[config.mk]
export PLATFORM = sky130hd
export DESIGN_NAME = flba_div
export DESIGN_NICKNAME = d
export VERILOG_FILES = /design/src/rtl/flba_pkg.sv /design/src/rtl/flba_div.sv
export SDC_FILE = /design/constraint.sdc
export NUM_CORES = 1
export LEC_CHECK = 0
export BUFFER_PORTS_ARGS = -buffer_cell sky130_fd_sc_hd__buf_4
export CAP_MARGIN = 5
export CORE_UTILIZATION = 60
export CTS_CLUSTER_SIZE = 25
export DETAILED_ROUTE_END_ITERATION = 10
export PLACE_DENSITY = 0.87
export SLEW_MARGIN = 40
export SYNTH_ARGS = -nofsm -noshare
export SYNTH_HDL_FRONTEND = slang
export SYNTH_SLANG_ARGS = --single-unit
[constraint.sdc]
create_clock -name clk_i -period 21.5 [get_ports clk_i]
set_input_delay 0 -clock clk_i [delete_from_list [all_inputs] [get_ports clk_i]]
set_output_delay 0 -clock clk_i [all_outputs]
set_load 0.01 [all_outputs]
[src/rtl/flba_pkg.sv]
// flba_pkg: shared types, codes and constants of the free-list block allocator.
// No dependencies; used by every module of the block and by its checker.
package flba_pkg;

  localparam int unsigned MaxBlocksDef     = 256;
  localparam int unsigned MaxBlockBytesDef = 4096;

  localparam int unsigned OfsW     = 20;
  localparam int unsigned PoolW    = 9;
  localparam int unsigned BytesW   = 13;
  localparam int unsigned CntOutW  = 9;
  localparam int unsigned CfgIdxW  = 4;
  localparam int unsigned CfgDataW = 13;

  localparam int unsigned PoolBlocksRst = 256;
  localparam int unsigned BlockBytesRst = 64;

  // radix-2 restoring divider, DivStep quotient bits per cycle
  localparam int unsigned DivStep   = 4;
  localparam int unsigned DivCycles = (OfsW + DivStep - 1) / DivStep;
  localparam int unsigned DivCntW   = $clog2(DivCycles);

  localparam logic [CfgIdxW-1:0] CfgPoolBlocks = 4'd0;
  localparam logic [CfgIdxW-1:0] CfgBlockBytes = 4'd1;

  typedef enum logic [1:0] {
    OP_ALLOC  = 2'd0,
    OP_FREE   = 2'd1,
    OP_REINIT = 2'd2,
    OP_IGNORE = 2'd3
  } op_e;

  typedef enum logic [1:0] {
    ST_OK      = 2'd0,
    ST_EMPTY   = 2'd1,
    ST_FULL    = 2'd2,
    ST_BAD_OFS = 2'd3
  } status_e;

  typedef enum logic [1:0] {
    SH_HOLD = 2'd0,
    SH_PUSH = 2'd1,
    SH_POP  = 2'd2
  } shift_e;

  typedef struct packed {
    logic              start;
    logic [OfsW-1:0]   dividend;
    logic [BytesW-1:0] divisor;
  } div_req_t;

  typedef struct packed {
    logic              done;
    logic [OfsW-1:0]   quotient;
    logic [BytesW-1:0] remainder;
  } div_rsp_t;

endpackage

[src/rtl/flba_div.sv]
// flba_div: multi-cycle restoring divider for the free offset check.
// Depends on flba_pkg (div_req_t, div_rsp_t, DivStep, DivCycles).
module flba_div (
  input  logic               clk_i,
  input  logic               rst_ni,
  input  flba_pkg::div_req_t req_i,
  output flba_pkg::div_rsp_t rsp_o
);

  logic                                busy_q, done_q;
  logic [flba_pkg::DivCntW-1:0]        cnt_q;
  logic [flba_pkg::BytesW-1:0]         rem_q, rem_d, dsr_q;
  logic [flba_pkg::OfsW-1:0]           quo_q, quo_d;

  always_comb begin
    logic [flba_pkg::BytesW:0] t;
    rem_d = rem_q;
    quo_d = quo_q;
    t     = '0;
    for (int s = 0; s < int'(flba_pkg::DivStep); s++) begin
      t     = {rem_d, quo_d[flba_pkg::OfsW-1]};
      quo_d = {quo_d[flba_pkg::OfsW-2:0], 1'b0};
      if (t >= {1'b0, dsr_q}) begin
        rem_d    = flba_pkg::BytesW'(t - {1'b0, dsr_q});
        quo_d[0] = 1'b1;
      end else begin
        rem_d = t[flba_pkg::BytesW-1:0];
      end
    end
  end

  always_ff @(posedge clk_i or negedge rst_ni) begin
    if (!rst_ni) begin
      busy_q <= 1'b0;
      done_q <= 1'b0;
      cnt_q  <= '0;
    end else begin
      done_q <= 1'b0;
      if (req_i.start) begin
        busy_q <= 1'b1;
        cnt_q  <= '0;
      end else if (busy_q) begin
        cnt_q <= cnt_q + flba_pkg::DivCntW'(1);
        if (cnt_q == flba_pkg::DivCntW'(flba_pkg::DivCycles - 1)) begin
          busy_q <= 1'b0;
          done_q <= 1'b1;
        end
      end
    end
  end

  always_ff @(posedge clk_i) begin
    if (req_i.start) begin
      quo_q <= req_i.dividend;
      rem_q <= '0;
      dsr_q <= req_i.divisor;
    end else if (busy_q) begin
      quo_q <= quo_d;
      rem_q <= rem_d;
    end
  end

  assign rsp_o.done      = done_q;
  assign rsp_o.quotient  = quo_q;
  assign rsp_o.remainder = rem_q;

endmodule

==> metrics.log <==
[metrics] initial drt markers: between 400 and 500
[metrics] worst setup path end: rem_q[8]
[metrics] f_max: a little under 0.1 GHz
[metrics] Crit path top cell by count: sky130_fd_sc_hd__fa_1
[metrics] aggregate negative setup slack: 0 ns
[metrics] Avg Cell Area, Syn: slightly above 9 sq um
[metrics] initial antenna violation count: 0
[metrics] Post-synth EDFFs: 33
[metrics] Worst setup startpoint: dsr_q[0]
[metrics] cts bufs inserted: 5
[metrics] clock edge transition at the registers on the reported setup and hold paths: 0.12 ns
[metrics] placed wire-length estimate after detailed placement: 11400 um
[metrics] top cells by area in the synthesized netlist: sky130_fd_sc_hd__edfxtp_1, sky130_fd_sc_hd__ha_1, sky130_fd_sc_hd__mux2_2
[metrics] starting density of the core: ~63%
[metrics] Critical R2R Launch: dsr_q[0]
[metrics] pin count of the biggest net entering global routing: 54
[metrics] run status: finished, final reports clean
[metrics] Max FO, Critical Path: 16
[metrics] Die Span Y: roughly 96 um
[metrics] clock tree from TritonCTS: yes
[metrics] Post-CTS Setup Bufs: 0
[metrics] fraction of layout cells with a size suffix above 1: 20.0%
[metrics] synth unique cells: 80
[metrics] clock network latency to the later pin of the worst-skew pair: around 0.33 ns
[metrics] post-cts gate resize count: 0
[metrics] cell type contributing the most total cell area after synthesis: sky130_fd_sc_hd__edfxtp_1
[metrics] Die Area: ~0.009 sq mm
[metrics] RSZ-0062 raised after global routing: no
[metrics] Tcrit/Tclk final: a little under half
[metrics] Register-to-Register Path Depth: 34
[metrics] clock skew: roughly 0.0066 ns
[metrics] Final Hold Slack: between 0.15 and 0.2 ns
[metrics] fraction of registers with async set or reset after synthesis: 9.80%
[metrics] CTS root buf: sky130_fd_sc_hd__clkbuf_8
[metrics] number of hold buffers added after CTS: 36
[metrics] path class of the lowest-slack min-delay path: input port to register
[metrics] time the final worst path needs with I/O delays and setup: 10.12 ns
[metrics] max-slew violations: 0
[metrics] number of top-level pins: 70
[metrics] Routed Antenna Nets: 0
[metrics] cell count after synthesis: 581
[metrics] total of buffers placed on input and output ports: 69
[metrics] number of H-tree branching levels: 2
[metrics] Tot GR Track Use: a little over a third
[metrics] clock sink total: slightly above 50
[metrics] detailed-router iteration count before antenna repair: 5
[metrics] Critical Path Sink Type: register
[metrics] reg2reg end: rem_q[8]
[metrics] Slowest Stage Delay on Critical Path: around 0.60 ns
[metrics] total of max-cap violations: 0
[metrics] WL final: between 15000 and 20000 um
[metrics] cell types with the highest counts after synthesis: sky130_fd_sc_hd__ha_1, sky130_fd_sc_hd__nor2_1, sky130_fd_sc_hd__inv_1, sky130_fd_sc_hd__a21oi_1, sky130_fd_sc_hd__nand2_1
[metrics] nets@finish: 767
[metrics] number of warnings issued by yosys: 0
[metrics] area of the placeable core: 0.00838 sq mm
[metrics] Startpoint Class: register
[metrics] first-pass GRT wire length: approximately 25000 um
[metrics] Avg Vias per Cell: between 6 and 7
[metrics] post-synthesis instance area: approximately 0.0053 sq mm
[metrics] count of standard-cell rows: 33
[metrics] number of storage elements in the synthesis netlist: slightly above 50
[metrics] via count of the first global-routing pass: just over 5000
[metrics] classification of the worst setup path: register to register
[metrics] Layout Area Growth over Synthesis: 19.3%
[metrics] critical path data required time: around 22 ns
[metrics] transition time of the tightest slew-check pin: approximately 0.8 ns
[metrics] final core utilization: 75.4%
[metrics] Routed WL per cell: slightly above 20 um
[metrics] Post-Syn Nets: 675
[metrics] main flop type after synthesis: sky130_fd_sc_hd__edfxtp_1
[metrics] total global routing overflow: 0
[metrics] number of remaining DRC errors: 0
[metrics] worst relative slew slack: 45.8%
[metrics] via count of the routed design: between 5000 and 6000
[metrics] slowest cell on the critical path: sky130_fd_sc_hd__o21ai_2
[metrics] Worst R2R Setup Slack: approximately 11 ns
[metrics] area share of the leading cell type in the synthesized netlist: a little under a fifth
[metrics] CP arrival: 10.31 ns
[metrics] number of endpoints with negative hold slack in the final report: 0
[metrics] share of the yosys chip area belonging to registers: between 20 and 30%
[metrics] antenna cells: 0
[metrics] Die Span X: roughly 96 um
[metrics] final number of setup-violating endpoints: 0
[metrics] most numerous cell in the Yosys netlist: sky130_fd_sc_hd__ha_1
[metrics] Bufs on Longest Clock Path: 2
[metrics] final RePlAce weighted congestion: approximately 0.94
[critical path: cells and delay by family (launching register included)]
family	cells	cell delay (ns)
AO/OA/AOI/OAI	16	4.75
adder cells (fa/ha/maj)	5	1.90
flip-flops	1	0.50
AND/OR/NAND/NOR	10	1.86
multiplexers	2	0.87
buffers and inverters	1	0.07
[cell usage in the layout (no fill, tap or decap), drive strengths merged, types with 6 or more instances in the layout]
| master | instances |
|---|---|
| xor2 | 12 |
| o21ai | 36 |
| edfxtp | 33 |
| nor3 | 13 |
| nand3 | 11 |
| mux2i | 6 |
| dfxtp | 13 |
| xnor2 | 18 |
| and4 | 6 |
| a311oi | 9 |
| nand2b | 6 |
| ha | 54 |
| a21o | 10 |
| nor2b | 12 |
| nand4 | 7 |
| o211ai | 12 |
| nor2 | 42 |
| dlygate4sd3 | 36 |
| nand3b | 6 |
| buf | 69 |
| inv | 37 |
| and3 | 7 |
| o21a | 15 |
| mux2 | 38 |
| nand2 | 34 |
| a21oi | 34 |
| a31oi | 7 |
[area by class of cell]
| type | count | area (sq um) |
|---|---|---|
| clock buffer | 5 | 68.8 |
| clock inverter | 3 | 33.8 |
| fill | 569 | 2060 |
| inverter | 35 | 131 |
| multi-input combinational | 475 | 3700 |
| sequential | 51 | 1380 |
| tap | 105 | 131 |
| timing repair buffer | 105 | 878 |
[metal layers]
layer | vias up | track usage [%] | share of wire, %
met5 | - | 0 | 0
met1 | 2436 | 45.5 | 42
li1 | 2402 | - | -
met3 | 55 | 5.29 | 7.3
met4 | 0 | 13.3 | 3.1
met2 | 254 | 61.8 | 48
[cells by family (layout without fill, tap and decap cells)]
kind of cell,count (synthesis),after routing,synth area share [%]
AO/OA/AOI/OAI,179,179,24.9
AND/OR/NAND/NOR,164,164,16.1
buffers and inverters,55,148,4.30
XOR/XNOR,30,30,4.96
adder cells (fa/ha/maj),58,58,14.3
flip-flops,51,51,26.0
multiplexers,44,44,9.50
[per-stage QoR]
stage | instances | cell area, sq um | setup WS [ns]
finish | 779 | 6320 | 11.38
global route | 779 | 6320 | 10.91
CTS | 779 | 6320 | 11.65
detailed placement | 735 | 5860 | 11.68
global placement | 735 | 5850 | 11.69
floorplan | 581 | 5300 | 12.64
[worst min path at each step]
stage	startpoint	to	slack (ns)	cells after the start
after floorplan	rst_ni	busy_q	-0.30	0
after global routing	req_i[33]	cnt_q[1]	0.21	2
final	req_i[33]	cnt_q[1]	0.17	2
after global placement	rst_ni	done_q	-0.20	1
after detailed placement	rst_ni	done_q	-0.19	1
after CTS	req_i[33]	cnt_q[2]	0.17	2
[sequential cells by signal, indices dropped and copies added (netlist names)]
signal	count
cnt_q	3
rem_q	13
dsr_q	13
quo_q	20
done_q	1
busy_q	1
Power is left out: the tool's default activity adds up to more than one toggle a clock period on the data nets, which glitch-free logic cannot reach.
