## config.mk

```make
export PLATFORM = sky130hd
export DESIGN_NAME = flba_cell
export DESIGN_NICKNAME = d
export VERILOG_FILES = /design/src/rtl/flba_pkg.sv /design/src/rtl/flba_cell.sv
export SDC_FILE = /design/constraint.sdc
export NUM_CORES = 1
export LEC_CHECK = 0
export ABC_AREA = 1
export BUFFER_PORTS_ARGS = -buffer_cell sky130_fd_sc_hd__buf_2
export CORE_MARGIN = 4
export CORE_UTILIZATION = 42
export DETAILED_ROUTE_END_ITERATION = 10
export PLACE_DENSITY = 0.82
export SYNTH_ARGS = -nofsm -noshare
export SYNTH_HDL_FRONTEND = slang
export SYNTH_SLANG_ARGS = --single-unit
```

## constraint.sdc

```tcl
create_clock -name clk_i -period 2.2 [get_ports clk_i]
set_clock_uncertainty 0.1 [all_clocks]
set_input_delay 0.44 -clock clk_i [delete_from_list [all_inputs] [get_ports clk_i]]
set_output_delay 0.44 -clock clk_i [all_outputs]
set_load 0.01 [all_outputs]
```

## src/rtl/flba_pkg.sv

```systemverilog
// flba_pkg: shared types, codes and constants of the free-list block allocator.
// No dependencies; used by every module of the block and by its checker.
package flba_pkg;

  localparam int unsigned MaxBlocksDef     = 256;
  localparam int unsigned MaxBlockBytesDef = 4096;

  localparam int unsigned OfsW     = 20;
  localparam int unsigned PoolW    = 9;
  localparam int unsigned BytesW   = 13;
  localparam int unsigned CntOutW  = 9;
  localparam int unsigned CfgIdxW  = 4;
  localparam int unsigned CfgDataW = 13;

  localparam int unsigned PoolBlocksRst = 256;
  localparam int unsigned BlockBytesRst = 64;

  // radix-2 restoring divider, DivStep quotient bits per cycle
  localparam int unsigned DivStep   = 4;
  localparam int unsigned DivCycles = (OfsW + DivStep - 1) / DivStep;
  localparam int unsigned DivCntW   = $clog2(DivCycles);

  localparam logic [CfgIdxW-1:0] CfgPoolBlocks = 4'd0;
  localparam logic [CfgIdxW-1:0] CfgBlockBytes = 4'd1;

  typedef enum logic [1:0] {
    OP_ALLOC  = 2'd0,
    OP_FREE   = 2'd1,
    OP_REINIT = 2'd2,
    OP_IGNORE = 2'd3
  } op_e;

  typedef enum logic [1:0] {
    ST_OK      = 2'd0,
    ST_EMPTY   = 2'd1,
    ST_FULL    = 2'd2,
    ST_BAD_OFS = 2'd3
  } status_e;

  typedef enum logic [1:0] {
    SH_HOLD = 2'd0,
    SH_PUSH = 2'd1,
    SH_POP  = 2'd2
  } shift_e;

  typedef struct packed {
    logic              start;
    logic [OfsW-1:0]   dividend;
    logic [BytesW-1:0] divisor;
  } div_req_t;

  typedef struct packed {
    logic              done;
    logic [OfsW-1:0]   quotient;
    logic [BytesW-1:0] remainder;
  } div_rsp_t;

endpackage

```

## src/rtl/flba_cell.sv

```systemverilog
// flba_cell: one entry of the shifting free stack.
// Depends on flba_pkg (shift_e, OfsW).
module flba_cell (
  input  logic                      clk_i,
  input  flba_pkg::shift_e          cmd_i,
  input  logic [flba_pkg::OfsW-1:0] upper_i,
  input  logic [flba_pkg::OfsW-1:0] lower_i,
  output logic [flba_pkg::OfsW-1:0] data_o
);

  logic [flba_pkg::OfsW-1:0] data_q, data_d;

  always_comb begin
    unique case (cmd_i)
      flba_pkg::SH_PUSH: data_d = upper_i;
      flba_pkg::SH_POP:  data_d = lower_i;
      default:           data_d = data_q;
    endcase
  end

  always_ff @(posedge clk_i) begin
    data_q <= data_d;
  end

  assign data_o = data_q;

endmodule

```

==> run summary, run 1 <==
The clock sink count came out at 20. The arrival time reported for the critical path endpoint came out at 1360 ps. The layer flagged by global routing as most heavily used is met2.

The die covers 0.002912 mm². The number of core rows came out at 16. The data required time at the worst endpoint came out at 2160 ps. The core area is 0.001982 mm². The proportion of layout cells with a drive suffix above 1 came out at 0.4539. The sequential fraction of the synthesis area came out at 0.6770. The number of buffers inserted to repair setup after CTS came out at 0. The antenna cell count is 0.

The tree is rooted in a clkbuf_4. After filler insertion, the fill cell instance count of the layout stands at between 150 and 200. For this block, the routed nets add up to roughly 2.2 mm of wire. The synthesis-stage register bit count is 20. Dividing total power by cell area gives a power density of 771.5 mW/mm². The most critical setup path has its startpoint at cmd_i[0]. The worst hold path belongs to the class in -> reg.

The total congestion overflow is 0. The number of cells after detailed placement came out at 175. The critical path endpoint category is a register. The met2 track utilization from global routing is 0.2964. The number of buffer and inverter instances along the worst setup path came out at 3. The wire length of the first global-routing pass came out at between 3 and 4 mm.

The worst hold path begins at upper_i[2]. The cell area after synthesis came out at between 800 and 900 µm². The run finished with clean final reports.

The largest area contributor in the synthesized netlist is edfxtp_1. At the pin with the least slew margin, the transition time is 360.9 ps. In this run, post-CTS repair resized a total of 0 instances.

The number of max-slew violations in the final report was 0. The violation count after the first detailed-routing iteration came out at 11. The maximum number of pins on one net before global-route repair is 21. After detailed routing, the number of vias per cell comes to 4.363. Across the run, the number of max-cap violations was 0. The final non-filler cell total is ~180.

The flip-flop count of the largest register, all copies and words added is 20. Sorting the synthesized cells by area gives the leading types as edfxtp_1 68%, nand2_1 25%, buf_6 2.5%. The library cell contributing the largest single delay on the critical path is ha_1. The synthesis-to-layout area growth came out at 42.17%.

The signal on the critical path passes through buf_2, inv_1, ha_1, inv_2, nand2_1, nand2_1. Once layout is complete, the utilization of the core stands at 0.6364. Along the worst path, the maximum fanout reaches 20. The number of global-route vias before repair is 750. Synthesis instantiated 7 different standard cells from the library. The die is 53.96 µm tall. The share of Yosys cell area claimed by the top area cell type came out at 0.6770. On the critical path the largest part of the delay comes from buffers and inverters. The time the final worst path needs with I/O delays and setup came out at 1405 ps. The number of buffers created by CTS is 3. IR analysis of the VDD net gives a maximum drop of ~0.00047 V. STA classifies the critical path startpoint as an input pin.

The sum of net half-perimeters after detailed placement is 1.642 mm. The detailed-route DRC error count is 0. The relative slew slack is 0.7594.

The peak per-stage delay on the critical path came out at between 300 and 400 ps. For this configuration, the core starts out at a cell density of 0.4476. The final setup violation count came out at 0. The number of hold-slack violations in the final timing report came out at 0.

The maximum clock frequency came out at 711.8 MHz. The overall routing resource usage came out at 0.1488. Setup repair after global routing left no endpoint under its margin. The routing usage on met3 is 0.005540.

The die is 53.96 µm wide. The accumulated negative setup slack is 0 ps. The remaining number of nets flagged by the antenna check after routing came out at 0. The TritonCTS clock tree is built.

The final net count came out at 197. The leakage dissipation is 0.6716 nW. For met1 alone, demand over resource in global routing was 0.1446.

Before antenna repair, the detailed router went through 4 iterations. The final weighted congestion of routability-driven global placement came out at between 0.7 and 0.8. The worst hold-check slack is 296.7 ps. Of the available clock period, the critical path in the final layout requires 0.6386. The net count after synthesis came out at 132. The detail-routed net length per standard cell came out at 12.17 µm. The synthesized netlist cell count came out at 88.

The number of antenna violations at the first check in global routing is 0. The number of buffers on the longest clock path is 2. The count of pins on the block boundary is 63. The cell occurring most often along the worst timing path is nand2_1. The number of warning messages in the yosys log came out at 0. In this run the mean area of a mapped cell was just over 10 µm². The power consumption came out at 973.0 µW. Port buffering added 62 buffers. The number of vias after detailed routing came out at 781. The number of hold-repair buffers added at the cts stage came out at 0. The number of levels the H-tree was split into is 1.

The clock slew seen by the registers of the worst setup and hold paths came out at 120 ps. The critical path in this run is classified as in -> reg.
## per-stage QoR
stage / worst slack (ps) / cell area, µm²
after floorplan: 578.5 / 887.1
after global placement: 546.2 / 1209
after detailed placement: 488.7 / 1209
after CTS: 799.4 / 1261
after global routing: 719.5 / 1261
final: 795.2 / 1261
## worst min-delay path: stages
cell and delay (ps):
buf_2 70, nand2_1 40, nand2_1 40
## final timing paths
check	end	slack, ps	cells after the start
max	data_o[16]	800	6
min	data_o[2]	300	3
## synth_stat cells (all sizes together)
| master | instances |
|---|---|
| buf | 4 |
| edfxtp | 20 |
| nand2 | 60 |
| inv | 3 |
| ha | 1 |
## metal layers
metal | vias to the layer above | part of all wire
met5 | - | 0
met4 | 0 | 0.028
met3 | 6 | 0.053
met2 | 28 | 0.59
met1 | 340 | 0.33
li1 | 407 | -
## cells by family (layout without fill, tap and decap cells)
kind of cell	count (synthesis)	in the layout	share of synthesized area
adders and majority gates	1	1	0.01410
DFF	20	20	0.6770
and+or+nand+nor	60	60	0.2539
buffers and inverters	7	71	0.05500
## area by class of cell
type	instances	area [µm²]	area share
clock buffer	3	22.52	0.01786
clock inverter	1	30.03	0.02381
inverter	3	11.26	0.008929
multi-input combinational	61	237.7	0.1885
sequential	20	600.6	0.4762
tap	27	33.78	0.02679
timing repair buffer	64	325.3	0.2579
## power by group
group	internal (mW)	switching, mW
registers	0.485	0.0123
logic	0.0782	0.0986
clock network	0.184	0.115
## cell usage in the layout (no fill, tap or decap)
cell type | netlist | routed
bufinv_16 | 0 | 1
edfxtp_1 | 20 | 20
inv_1 | 2 | 2
ha_1 | 1 | 1
inv_2 | 1 | 1
buf_4 | 2 | 2
buf_2 | 0 | 62
nand2_1 | 60 | 60
clkbuf_4 | 0 | 3
(Power assumes the default switching activity.)
==> run 2, diff against run 1 <==
--- a/config.mk
+++ b/config.mk
@@ -5,12 +5,12 @@
 export SDC_FILE = /design/constraint.sdc
 export NUM_CORES = 1
 export LEC_CHECK = 0
-export ABC_AREA = 1
+export ABC_AREA = 0
 export BUFFER_PORTS_ARGS = -buffer_cell sky130_fd_sc_hd__buf_2
 export CORE_MARGIN = 4
-export CORE_UTILIZATION = 42
+export CORE_UTILIZATION = 36
 export DETAILED_ROUTE_END_ITERATION = 10
-export PLACE_DENSITY = 0.82
+export PLACE_DENSITY = 0.73
 export SYNTH_ARGS = -nofsm -noshare
 export SYNTH_HDL_FRONTEND = slang
 export SYNTH_SLANG_ARGS = --single-unit
==> constraint.sdc (replaced) <==
create_clock -name clk_i -period 1.2 [get_ports clk_i]
set_clock_uncertainty 0.1 [all_clocks]
set_input_delay 0.24 -clock clk_i [delete_from_list [all_inputs] [get_ports clk_i]]
set_output_delay 0.24 -clock clk_i [all_outputs]
set_load 0.01 [all_outputs]
==> run 2 against run 1 <==
Count of clock-buffer cells in the layout unchanged. Area after synthesis increased by 6.3%. First-iteration DRC count decreased by 55%. Critical path depth decreased by 5. Design area increased by 9.0%. Sequential cell count unchanged. Combinational power increased by 120%. Hold slack got worse by 150 ps. Power increased by 64%. Utilization decreased by 8.1 points. Cell count decreased by 21%. Global-route usage decreased by 4.6 points. Largest cell class unchanged.
==> run summary, run 2 <==
The number of max-slew violations in the final report was 0. The time the final worst path needs with I/O delays and setup came out at about 1200 ps. The design draws 1.599 mW. The share of Yosys cell area claimed by the top area cell type came out at 0.6366.

The post-cts resize count came out at 0. The share of synthesized cell area in full adder, half adder and majority cells came out at 0.01326. Counting every net in the synthesized netlist gives 89. By area the synthesized netlist is led by edfxtp_1 64%, mux2_4 32%, buf_6 2.4%. Setup repair after global routing could not meet its margin everywhere. Based on the critical path, the design can be clocked at up to 860.3 MHz. The number of buffers inserted to repair setup after CTS came out at 0. Of the total synthesized cell area, the portion taken by AND, OR, NAND and NOR gates is 0. The effective utilization at floorplan is 0.3808. Counting flops with a built-in enable in the synthesized netlist gives 20. The proportion of synthesized area in mux cells is 0.3183. The worst hold path belongs to the class in -> reg. Buffers inserted during clock tree synthesis total 3. The number of warning messages in the yosys log came out at 0.

The number of core rows is 18. The worst hold-check slack is roughly 140 ps. The TritonCTS clock tree is built. In this run the count of I/O pins placed on the die edge is 63. The total congestion overflow is 0. The final weighted congestion of routability-driven global placement came out at between 0.6 and 0.7.

The core area is about 0.0025 mm². On the critical path, the stage with the largest delay is an instance of edfxtp_1. The async set or reset register ratio after synthesis came out at 0.

The maximum fanout count along the critical path came out at 1. The largest vdd supply drop came out at 0.0005640 V. The compound-gate portion of the synthesized area came out at 0.

For this design, the sink count on the clock tree is 20. The final setup violation count came out at 0. Among all flip-flop cells after synthesis, the most frequent one is edfxtp_1. The number of antenna violations at the first check in global routing came to 0. The proportion of layout cells with a drive suffix above 1 is 0.8198. The detail route stage leaves a number of antenna-violating nets equal to 0.

Sorting the synthesized cells by how often they occur yields 20 x edfxtp_1, 20 x mux2_4, 2 x buf_6, 2 x inv_1, 1 x ha_1. The relative slew slack came out at 0.9262. Summing over every cut layer, the via total after detailed routing is between 600 and 700. The number of global-route vias before repair came out at 618. The power density over the cells came out at 1163 mW/mm². The leakage dissipation came out at roughly 0.64 nW. In this design, the largest share of critical-path delay is due to flip-flops. The maximum number of pins on one net before global-route repair came out at 21. The number of hold-slack violations in the final timing report was 0.

The width of the die is 59.19 µm. Input and output buffers added on the ports amount to between 60 and 70. STA classifies the critical path endpoint as an output pin.

The die is 59.19 µm tall. The run finished with clean final reports. The violation count after the first detailed-routing iteration came out at 5. The sequential fraction of the synthesis area is 0.6366. By area, the combinational part of the netlist is dominated by multiplexers. The library cell used most frequently in the layout, excluding fill and tap cells, is buf_2.

The detailed-route vias per instance came out at 4.369. The net count of the finished layout is between 150 and 200. The number of library cell types mapped by synthesis is 5.

The overall routing resource usage came out at 0.1025. The kind of start point of the critical path is a register. The total wire length came out at 1.860 mm. The wire length of the first global-routing pass is 2.628 mm. The signal on the critical path passes through buf_2. The first-pass iteration count of the detailed router is 2. The mean area per synthesized cell came out at 20.96 µm².

STA puts the critical path data arrival time at 820 ps. The number of buffers on the longest clock path came out at 2. The synthesis-stage register bit count is 20. In the layout the commonest cells are 62 x buf_2, 20 x mux2_4, 20 x edfxtp_1, 3 x clkbuf_4, 3 x buf_12. Clock tree synthesis selected as its root buffer the cell clkbuf_4. The number of buffer and inverter instances along the worst setup path is 1. In this run the number of H-tree levels came out at 1. The clock slew seen by the registers of the worst setup and hold paths came out at roughly 100 ps.

The worst-margin pin slew is around 110 ps. edfxtp_1 takes more of the synthesized area than any other cell. The area of the die is 0.003503 mm². The flip-flop count of the largest register, all copies and words added is 20. The detailed-route DRC error count came out at 0. Of the total synthesized cell area, the portion taken by XOR and XNOR cells is 0. In this run the cell area of the synthesized design comes to 943.4 µm². The count of maximum capacitance violations is 0. The final core utilization came out at 0.5551.

The peak per-stage delay on the critical path came out at 390 ps. The synthesized netlist cell count is 45. Dividing the detail-routed wire length by the instance count gives 13.19 µm.

The antenna cell count came out at 0. The synthesis-to-layout area growth came out at 45.76%. The final critical-path share of the clock period is 0.9687. The data required time at the worst endpoint is 860 ps. The critical path is of the reg -> out type.
run 2: final timing paths:
| check | slack [ps] | end | start | cells past startpoint |
|---|---|---|---|---|
| worst max-delay path | 40 | data_o[14] | data_o[14] | 1 |
| worst min-delay path | 140 | data_o[17] | upper_i[17] | 2 |
run 2: logic make-up (layout without fill, tap and decap cells):
kind of cell,count (synthesis),count (layout)
flops,20,20
fa+ha+maj,1,1
buf+inv,4,70
mux,20,20
run 2: layout make-up:
type,count,area (µm²)
multi-input cells,21,325.3
well taps,30,37.54
clock buffers,3,22.52
repair buffers,65,370.4
fillers,220,1102
flip-flops and latches,20,600.6
inverters,2,18.77
run 2: stage by stage:
stage,setup WS [ps],area [µm²],std cells,setup TNS (ps)
global route,-3.395,1375,141,-3.395
detailed placement,-180.0,1353,138,-4830
floorplan,-18.68,974.7,45,-373.5
global placement,-164.9,1353,138,-4259
CTS,15.90,1375,141,0
finish,37.60,1375,141,0
run 2: timing repair:
item | in CTS | in global routing
hold buffers | 0 | 0
endpoints found under the setup margin | 0 | 1
hold endpoints to repair | 0 | 0
run 2: routing by layer:
layer | vias up | global-route usage | wire (µm)
met5 | - | 0 | 0
met4 | 0 | 0.06796 | 26
met3 | 2 | 0.008715 | 115
met2 | 23 | 0.2090 | 1176
met1 | 285 | 0.09129 | 542
li1 | 306 | - | -
run 2: where the power goes:
part	switching (mW)	internal, mW
sequential	0.0198	0.886
clock	0.181	0.117
combinational	0.170	0.225
total	0.371	1.23
==> run 3, diff against run 2 <==
--- a/config.mk
+++ b/config.mk
@@ -5,12 +5,12 @@
 export SDC_FILE = /design/constraint.sdc
 export NUM_CORES = 1
 export LEC_CHECK = 0
-export ABC_AREA = 0
+export ABC_AREA = 1
 export BUFFER_PORTS_ARGS = -buffer_cell sky130_fd_sc_hd__buf_2
 export CORE_MARGIN = 4
 export CORE_UTILIZATION = 36
 export DETAILED_ROUTE_END_ITERATION = 10
-export PLACE_DENSITY = 0.73
+export PLACE_DENSITY = 0.75
 export SYNTH_ARGS = -nofsm -noshare
 export SYNTH_HDL_FRONTEND = slang
 export SYNTH_SLANG_ARGS = --single-unit
==> run 3 against run 2 <==
First-iteration DRC count up 80%. Critical path depth did not move. Sequential cell count unchanged. Via count grew 31%. Global-route usage increased by 2.4 points. Setup slack lost 10 ps. Sequential power rose by 0.7%. Utilization grew 2.3 points. Clock power is 5% higher. Die area down 5.2%. Count of clock-buffer cells in the layout unchanged. Non-clock buffer count increased by 3. Highest routed layer unchanged.
==> run summary, run 3 (synthesized netlist as in run 1, its figures left out) <==
The area occupied by multi-input gates is ~250 µm². The flip-flop count of the largest register, all copies and words added came out at 20. The number of max-slew violations in the final report is 0. The number of antenna diodes in the final layout is 0. STA classifies the critical path startpoint as a register. The flow ran to the end, and the final reports show no timing, DRC or antenna violations. The number of buffer and inverter instances along the worst setup path is 1.

TritonCTS built the clock tree. At the end of routability-driven placement, the weighted congestion stood at 0.6660. For this run, the total global-route usage over all layers was measured as 0.1269. Once detail routing completed, the nets flagged for antenna violations numbered 0.

The violation count after the first detailed-routing iteration is 9. The data required time at the worst endpoint is approximately 860 ps. The width of the die came out at 57.64 µm. The worst path setup slack after routing came out at 27.27 ps. The critical path endpoint category is an output pin.

The routed design could run at a clock period as short as ~1200 ps. The number of port buffers came out at between 60 and 70. The number of buffers on the longest clock path is 2. The number of buffers inserted to repair setup after CTS is 0. Once the clock tree was built, the resizer swapped 0 gates to a different size. The number of global-route vias before repair is slightly above 800. The worst-margin pin slew came out at 111.4 ps. For this run, the detailed router's first-pass iteration total came to 2. The maximum clock frequency came out at 852.7 MHz. The number of levels the H-tree was split into came out at 1. The min-delay analysis places its worst path in the category in -> reg. Summed over all nets, the half-perimeter wirelength after detailed placement is 1.750 mm.

The signal on the critical path passes through buf_2. The clock slew seen by the registers of the worst setup and hold paths came out at about 110 ps. The final critical-path share of the clock period is 0.9773. The arrival time reported for the critical path endpoint came out at about 830 ps. Setup repair after global routing could not meet its margin everywhere.

For this design, the CTS-stage hold fixing added 0 buffers. The largest vdd supply drop is 0.0006060 V. The leakage dissipation came out at 0.6840 nW. At the placement stage, the worst setup path has a slack of -74.78 ps. The relative slew slack is 0.9257. The number of cells after detailed placement is 180.

The proportion of layout cells with a drive suffix above 1 is 0.4808. The critical path class is reg -> out. The peak per-stage delay on the critical path is 390 ps. The most common library cell in the layout ignoring fill and taps is buf_2. The final net count came out at roughly 200.

The count of filler cells inserted in the layout came out at roughly 200. The maximum fanout count along the critical path came out at 1. The detail-routed net length per standard cell came out at 11.59 µm. The finished layout holds roughly 180 standard cells, fillers aside. Counting the buffers created by CTS gives 3. The CTS root buffer is clkbuf_4. The clock sink count is 20.

The die is 57.64 µm tall. The count of pins on the block boundary is 63. The count of maximum capacitance violations is 0. The effective utilization at floorplan came out at 0.3898.

The number of antenna violations at the first check in global routing is 0. The kind of cell with the highest combined delay on the critical path is flip-flops. The number of core rows is 17.

The final setup violation count is 0. The detailed-route vias per instance is around 4.4. The number of hold-slack violations in the final timing report was 0. The core area is 0.002276 mm². The area of the die is 0.003322 mm². The synthesis-to-layout area growth is 48.24%. The wire length of the first global-routing pass came out at 3.222 mm.

The total congestion overflow is 0. Power spread over the standard cell area amounts to 1207 mW/mm². Entering global routing, the biggest net connects 21 pins.

The number of vias after detailed routing is 807. The detailed-route DRC error count came out at 0. The slowest stage of the critical path is the edfxtp_1 cell. The top cell types in the final layout, fill and taps aside, are 62 x buf_2, 60 x nand2_1, 20 x edfxtp_1, 4 x buf_4, 3 x clkbuf_4. Wires add up to approximately 2.1 mm. In the final layout, flip-flops and latches occupy 600.6 µm².
[run 3: worst paths after layout]
| path | end | slack, ps | cells past startpoint | start |
|---|---|---|---|---|
| worst max-delay path | data_o[13] | 30 | 1 | data_o[13] |
| worst min-delay path | data_o[4] | 110 | 3 | upper_i[4] |
[run 3: area by class of cell]
type	count	share of cell area
repair buffers	68	0.2892
flip-flops and latches	20	0.4567
clock inverters	1	0.002854
clock buffers	3	0.01713
multi-input cells	61	0.1903
well taps	28	0.02664
inverters	3	0.01713
[run 3: power breakdown]
group | switching, mW | internal, mW
Clock | 0.190 | 0.121
Combinational | 0.192 | 0.173
Sequential | 0.0229 | 0.889
Total | 0.405 | 1.18
[run 3: routing by layer]
| metal | up-vias | track usage | routed length (µm) |
|---|---|---|---|
| met2 | 21 | 0.2581 | 1289 |
| met4 | 0 | 0.07616 | 30 |
| met3 | 2 | 0.01782 | 113 |
| met1 | 369 | 0.1140 | 699 |
| met5 | - | 0 | 0 |
| li1 | 415 | - | - |
[run 3: stage by stage]
step	instance area, µm²	hold slack [ps]	power [mW]	TNS, ps	util
2_1_floorplan	910.9	318.6	1.091	-373.5	-
3_3_place_gp	1289	406.0	1.286	-1021	0.5662
3_5_place_dp	1289	409.0	1.301	-1691	0.5662
4_1_cts	1315	102.6	1.603	0	0.5778
5_1_grt	1315	86.36	1.672	-101.7	0.5778
6_report	1315	109.1	1.587	0	0.5778
